==> config.mk <==
export PLATFORM = sky130hd
export DESIGN_NAME = ttg_back
export DESIGN_NICKNAME = d
export VERILOG_FILES = /design/src/hdl/ttg_pkg.sv /design/src/hdl/ttg_back.sv
export SDC_FILE = /design/constraint.sdc
export NUM_CORES = 1
export LEC_CHECK = 0
export BUFFER_PORTS_ARGS = -buffer_cell sky130_fd_sc_hd__buf_2
export CORE_ASPECT_RATIO = 1.5
export CORE_MARGIN = 1
export CORE_UTILIZATION = 50
export CTS_CLUSTER_DIAMETER = 30
export DETAILED_ROUTE_END_ITERATION = 10
export PLACE_DENSITY = 0.75
export SYNTH_ARGS = -nofsm -noshare
export SYNTH_HDL_FRONTEND = slang
export SYNTH_SLANG_ARGS = --single-unit
==> constraint.sdc <==
create_clock -name clk -period 2 [get_ports clk]
set_input_delay 0.4 -clock clk [delete_from_list [all_inputs] [get_ports clk]]
set_output_delay 0.4 -clock clk [all_outputs]
set_load 0.02 [all_outputs]
==> src/hdl/ttg_pkg.sv <==
// ----------------------------------------------------------------------------
// Triangle tangent generator - shared package
// Field widths, the 64-bit saturating carrier and small helpers on it.
// ----------------------------------------------------------------------------
`timescale 1ns / 1ps
`default_nettype none

package ttg_pkg;

	localparam int LANES   = 3;
	localparam int POS_W   = 48;
	localparam int UV_W    = 32;
	localparam int NRM_W   = 48;
	localparam int TAN_W   = 48;
	localparam int WORD_W  = 64;
	localparam int MAG_W   = 63;
	localparam int HALF_W  = 32;
	localparam int EXT_W   = 128;
	localparam int UV_FRAC = 12;

	localparam logic signed [EXT_W-1:0] SAT_HI =
		{{(EXT_W-WORD_W+1){1'b0}}, {(WORD_W-1){1'b1}}};
	localparam logic signed [EXT_W-1:0] SAT_LO = -SAT_HI;

	// Clamp a wide signed value to the symmetric 64-bit range
	function automatic logic signed [WORD_W-1:0] sat64(input logic signed [EXT_W-1:0] v);
		logic signed [WORD_W-1:0] r;
		if (v > SAT_HI) begin
			r = SAT_HI[WORD_W-1:0];
		end else if (v < SAT_LO) begin
			r = SAT_LO[WORD_W-1:0];
		end else begin
			r = v[WORD_W-1:0];
		end
		return r;
	endfunction

	// Magnitude of a value inside the symmetric range
	function automatic logic [MAG_W-1:0] mag63(input logic signed [WORD_W-1:0] v);
		logic [WORD_W-1:0] neg;
		neg = -v;
		return v[WORD_W-1] ? neg[MAG_W-1:0] : v[MAG_W-1:0];
	endfunction

	// Apply a sign to a magnitude
	function automatic logic signed [WORD_W-1:0] sgn_val(input logic [MAG_W-1:0] m,
		input logic neg);
		logic signed [WORD_W-1:0] p;
		p = {1'b0, m};
		return neg ? -p : p;
	endfunction

endpackage

`default_nettype wire

==> src/hdl/ttg_back.sv <==
// ----------------------------------------------------------------------------
// Triangle tangent generator - back end
// Subtracts the projection from the tangent, clamps each component to
// the component range and packs the result.
// ----------------------------------------------------------------------------
`timescale 1ns / 1ps
`default_nettype none

module ttg_back #(
	parameter int COMPONENT_WIDTH = 16
) (
	input  logic                                      clk,
	input  logic                                      arst_n,
	input  logic                                      en,
	input  logic                                      in_valid,
	input  logic [ttg_pkg::LANES*ttg_pkg::MAG_W-1:0]  quo,
	input  logic [ttg_pkg::LANES*ttg_pkg::WORD_W-1:0] t_flat,
	input  logic [ttg_pkg::LANES-1:0]                 p_neg,
	input  logic                                      len2_zero,
	input  logic                                      deg_in,
	output logic                                      out_valid,
	output logic [ttg_pkg::TAN_W-1:0]                 tangent,
	output logic                                      degenerate
);
	import ttg_pkg::*;

	localparam int CW = COMPONENT_WIDTH;
	localparam logic signed [WORD_W-1:0] CMAX = (64'sd1 <<< (CW - 1)) - 64'sd1;
	localparam logic signed [WORD_W-1:0] CMIN = -CMAX - 64'sd1;

	logic signed [WORD_W-1:0] t_in [LANES];
	logic signed [WORD_W-1:0] r_c  [LANES];
	logic                     v_s13, v_s14;
	logic signed [WORD_W-1:0] r_s13 [LANES];
	logic                     deg_s13, deg_s14;
	logic signed [WORD_W-1:0] clp_c [LANES];
	logic [EXT_W-1:0]         pack_c;
	logic [TAN_W-1:0]         tan_s14;

	// Remove the normal component unless the normal is zero
	always_comb begin
		for (int j = 0; j < LANES; j++) begin
			t_in[j] = $signed(t_flat[j*WORD_W +: WORD_W]);
			if (len2_zero) begin
				r_c[j] = t_in[j];
			end else begin
				r_c[j] = sat64(EXT_W'(t_in[j])
					- EXT_W'(sgn_val(quo[j*MAG_W +: MAG_W], p_neg[j])));
			end
		end
	end

	// Clamp and pack the components
	always_comb begin
		pack_c = '0;
		for (int j = 0; j < LANES; j++) begin
			if (r_s13[j] > CMAX) begin
				clp_c[j] = CMAX;
			end else if (r_s13[j] < CMIN) begin
				clp_c[j] = CMIN;
			end else begin
				clp_c[j] = r_s13[j];
			end
			if (j * CW < WORD_W) begin
				pack_c = pack_c | (EXT_W'(clp_c[j][CW-1:0]) << (j * CW));
			end
		end
	end

	always_ff @(posedge clk or negedge arst_n) begin
		if (!arst_n) begin
			v_s13 <= 1'b0;
			v_s14 <= 1'b0;
		end else if (en) begin
			v_s13 <= in_valid;
			v_s14 <= v_s13;
		end
	end

	always_ff @(posedge clk) begin
		if (en) begin
			deg_s13 <= deg_in;
			deg_s14 <= deg_s13;
			tan_s14 <= pack_c[TAN_W-1:0];
			for (int j = 0; j < LANES; j++) begin
				r_s13[j] <= r_c[j];
			end
		end
	end

	assign out_valid  = v_s14;
	assign tangent    = tan_s14;
	assign degenerate = deg_s14;

endmodule

`default_nettype wire

==> flow_summary.json, run 1 <==
{
  "worstEndpointGrtRepair": "r_s13[0][134]$_DFFE_PP_/D",
  "rows": 105,
  "clkSinkCount": 244,
  "dpl.hpwl_mm": 109,
  "gr-total-overflow": 24,
  "synth_top_cells_by_area": "edfxtp_1 (26%), ha_1 (8.7%), xor2_1 (8.1%), o21ai_0 (5.9%), a21oi_1 (5.5%)",
  "worstEndpointType": "register data pin",
  "root_buffer": "clkbuf_16",
  "yosysTopAreaCell": "edfxtp_1",
  "grt_max_degree": 63,
  "post-synth-top-count-cell": "o21ai_0",
  "status": "stopped before the end",
  "synthTopCellsByCount": "o21ai_0 (329), nand2_1 (322), a21oi_1 (307)",
  "ys_dominant_reg_cell": "edfxtp_1",
  "cts_made_buffers": 36,
  "avgSynthCellArea_um2": 8.02,
  "ys_types": 77,
  "synth_edf_count": 242,
  "dieHeight_um": 292,
  "placed_cells": 5948,
  "synthCells": 3491,
  "synth.net_count": 4079,
  "start_util": 0.508,
  "async_flop_share": 0.00820,
  "stop_error": "[ERROR GRT-0232] Routing congestion too high. Check the congestion heatmap in the GUI.",
  "die_w_um": 195,
  "place_congestion": 1.02,
  "portBuffers": 439,
  "grt_usage": 0.639,
  "clk_path_buf_depth": 3,
  "syn_area_um2": 28000,
  "cts_max_level": 2,
  "ys_ff_latch": 244,
  "ys_seq_area_frac": 0.261,
  "yosys.area.top_type_share": 0.260,
  "ys_warn_count": 0,
  "io_pins": 440,
  "stop_stage": "global routing (5_1_grt)"
}
per-stage QoR:
stage          setup TNS (ps)  setup WS, ps  utilization  instance area [um^2]
2_1_floorplan         -920690         -5080            -                 28700
3_3_place_gp         -1035760         -5640        0.770                 42400
3_5_place_dp         -1060170         -5760        0.770                 42400
4_1_cts               -900540         -4870        0.846                 46600
timing repair:
item | 4_1_cts
cloned | 23
setup buffers | 81
pin swaps | 126
hold endpoints to repair | 2
hold buffers | 1
resized for setup | 391
endpoints found under the setup margin | 237
per-layer routing:
| layer | GRT overflow | global-route usage |
|---|---|---|
| met2 | 11 | 0.908 |
| met4 | 13 | 0.723 |
| met5 | 0 | 0.0568 |
| met1 | 0 | 0.606 |
| met3 | 0 | 0.365 |
cells by family after synthesis:
group,after synthesis,synth area share
DFF,244,0.261
adders and majority gates,199,0.0897
AOI/OAI and AO/OA,1214,0.281
buffers and inverters,312,0.0418
and+or+nand+nor,1166,0.213
muxes,23,0.00841
xor gates and xnor gates,333,0.104
==> inputs of run 2 (changes only) <==
Settings changed: CORE_ASPECT_RATIO 1.5 to default, CORE_UTILIZATION 50 to 35, CTS_CLUSTER_DIAMETER 30 to default, PLACE_DENSITY 0.75 to default, PLACE_DENSITY_LB_ADDON from default to 0.15.
Clock period 2 ns to 2.6 ns, I/O delays scaled along.
==> flow_summary.json, run 2 <==
{
  "ys_warn_count": 0,
  "violations": "negative setup slack",
  "setup.worst_path.start": "quo[3]",
  "ys_dominant_reg_cell": "edfxtp_1",
  "core-area_um2": 79000,
  "cts_max_level": 2,
  "synth.net_count": 4079,
  "final_common_cell": "buf_4",
  "p_leak_nw": 21.5,
  "hold_path_class": "primary input to flip-flop",
  "fill_cells": 7209,
  "ys_ff_latch": 244,
  "grt_pass1_wl_mm": 195,
  "cts_made_buffers": 35,
  "post-synth-top-count-cell": "o21ai_0",
  "first_iter_violations": 2665,
  "area_growth_pct": 70.0,
  "cp_common_cell": "or4_4",
  "yosysTopAreaCell": "edfxtp_1",
  "final.setup_skew_ps": 26.3,
  "yosys.area.top_type_share": 0.260,
  "dieHeight_um": 285,
  "crit_fanout": 8,
  "root_buffer": "clkbuf_16",
  "post_route_cells_drive_above_1_share": 0.455,
  "syn_area_um2": 28000,
  "start_util": 0.354,
  "cap_viol_max_count": 0,
  "r2r_slack_ps": 270,
  "rows": 103,
  "via_per_inst": 5.45,
  "finalSetupTns_ps": -815650,
  "fin_area_um2": 47600,
  "vias": 35500,
  "wl_per_cell_um": 20.3,
  "hold_viol": 0,
  "start_kind": "primary input",
  "io_pins": 440,
  "grt_pass1_vias": 34400,
  "grt_max_degree": 78,
  "async_flop_share": 0.00820,
  "drtPass1Iterations": 5,
  "clk_path_buf_depth": 3,
  "slew_viol_final": 0,
  "slew-limit-headroom": 0.490,
  "ys_types": 77,
  "pwr_density_cell_nw_per_um2": 547,
  "min_from": "deg_in",
  "top_register": "r_s13",
  "grt_usage": 0.309,
  "largest_register_ffs": 192,
  "drc": 0,
  "synth_edf_count": 242,
  "antenna_found_initial": 7,
  "synthTopCellsByCount": "o21ai_0 (329), nand2_1 (322), a21oi_1 (307)",
  "synthCells": 3491,
  "ys_seq_area_frac": 0.261,
  "fmax_mhz": 139,
  "required_ps": 2860,
  "min_period_ps": 7210,
  "layout_common_cells": "buf_4 (1,528), buf_2 (430), nand2_1 (308), a21oi_1 (284), xor2_1 (256)",
  "dpl.hpwl_mm": 105,
  "routed_wl_mm": 132,
  "critPathKind": "primary input to flip-flop",
  "rsz0062_at_grt": "yes",
  "clkSinkCount": 244,
  "place_congestion": 0.998,
  "placed_cell_area_um2": 42900,
  "setup_viol": 192,
  "layout_setup_ws_ps": -4610,
  "vdd_drop_max_uv": 511,
  "die_w_um": 285,
  "nets": 6025,
  "status": "finished with violations",
  "worst-path-buf-inv": 10,
  "path_delay_family": "simple AND/OR/NAND/NOR gates",
  "timing.rr.start": "r_s13[0][127]",
  "clk_latency_ps": 550,
  "tightest_slew_ps": 760,
  "fin_crit_sh": 2.77,
  "cts_tree": "built",
  "critPathArrivalTime_ps": 7460,
  "layout.cells.non_filler": 6514,
  "portBuffers": 439,
  "drtAntennaViolNets": 0,
  "avgSynthCellArea_um2": 8.02,
  "synth_top_cells_by_area": "edfxtp_1 (26%), ha_1 (8.7%), xor2_1 (8.1%), o21ai_0 (5.9%), a21oi_1 (5.5%)",
  "slowest_delay_ps": 540,
  "dieArea_um2": 81100,
  "crit_slowest_cell": "or4_4",
  "gr-total-overflow": 0,
  "placed_cells": 6326,
  "clk_pin_slew_ps": 60,
  "worst_setup_path_end_kind": "flip-flop"
}
==> run 2: cell counts after synthesis <==
Identical to the previous run, type by type.
==> run 2: cells by family (layout without fill, tap and decap cells) <==
group / Yosys count / after routing / synth area share
adders and majority gates: 199 / 199 / 0.0897
DFF: 244 / 244 / 0.261
other: 0 / 2 / 0
xor gates and xnor gates: 333 / 333 / 0.104
muxes: 23 / 23 / 0.00841
and+or+nand+nor: 1166 / 1166 / 0.213
AOI/OAI and AO/OA: 1214 / 1214 / 0.281
buffers and inverters: 312 / 2283 / 0.0418
==> run 2: final cells by class <==
class	count	area [um^2]	area share
clock inverters	19	255	0.00536
diodes	2	5.00	0.000105
flip-flops and latches	244	7320	0.154
clock buffers	43	948	0.0199
multi-input cells	2935	21600	0.454
inverters	148	556	0.0117
repair buffers	2073	15600	0.327
well taps	1050	1310	0.0276
==> run 2: layer usage <==
metal	vias up	global-route usage	routed length, um
met5	-	0	18
met4	2	0.0832	3800
met3	180	0.0474	8520
met2	1184	0.514	61900
met1	16800	0.413	58000
li1	17300	-	-
==> run 2: timing repair <==
action,CTS,global route
resized for setup,236,210
hold endpoints to repair,2,0
hold buffers,1,0
setup buffers,76,43
cloned,23,7
pin swaps,84,98
endpoints found under the setup margin,192,192
==> run 2: through the flow <==
step                      power (mW)  setup slack [ps]   util  hold slack [ps]
after floorplan                 11.6             -4600      -              224
after global placement          18.7             -5250  0.544              307
after detailed placement        18.8             -5320  0.544              308
after CTS                       25.3             -4480  0.588              145
after global routing            27.3             -4800  0.602              146
final                           26.0             -4610  0.602              169
==> run 2: path summary, 6_finish.rpt <==
kind                                 to  cells after the start
min reg2reg                  degenerate                      0
max                        r_s13[0][18]                     32
min in group asynchronous         v_s13                      2
min                             deg_s13                      1
max in group asynchronous     out_valid                      2
max reg2reg                 tangent[21]                      6
==> run 2: worst reg2reg max path, stage by stage (launching register included) <==
cell and delay (ps):
edfxtp_1 340, buf_4 170, nand4_1 130, nor4_1 310, nand4_1 290, o31a_1 560
o21ai_0 330
==> run 2: report_power, final <==
| group | leakage [nW] | switching, mW | internal [mW] | total [mW] |
|---|---|---|---|---|
| sequential | 2.38 | 0.333 | 5.23 | 5.57 |
| combinational | 18.5 | 7.74 | 7.60 | 15.3 |
| clock | 0.590 | 1.92 | 3.19 | 5.11 |
| total | 21.5 | 10.0 | 16.0 | 26.0 |
Note: power is estimated with default switching activity, not from simulation.
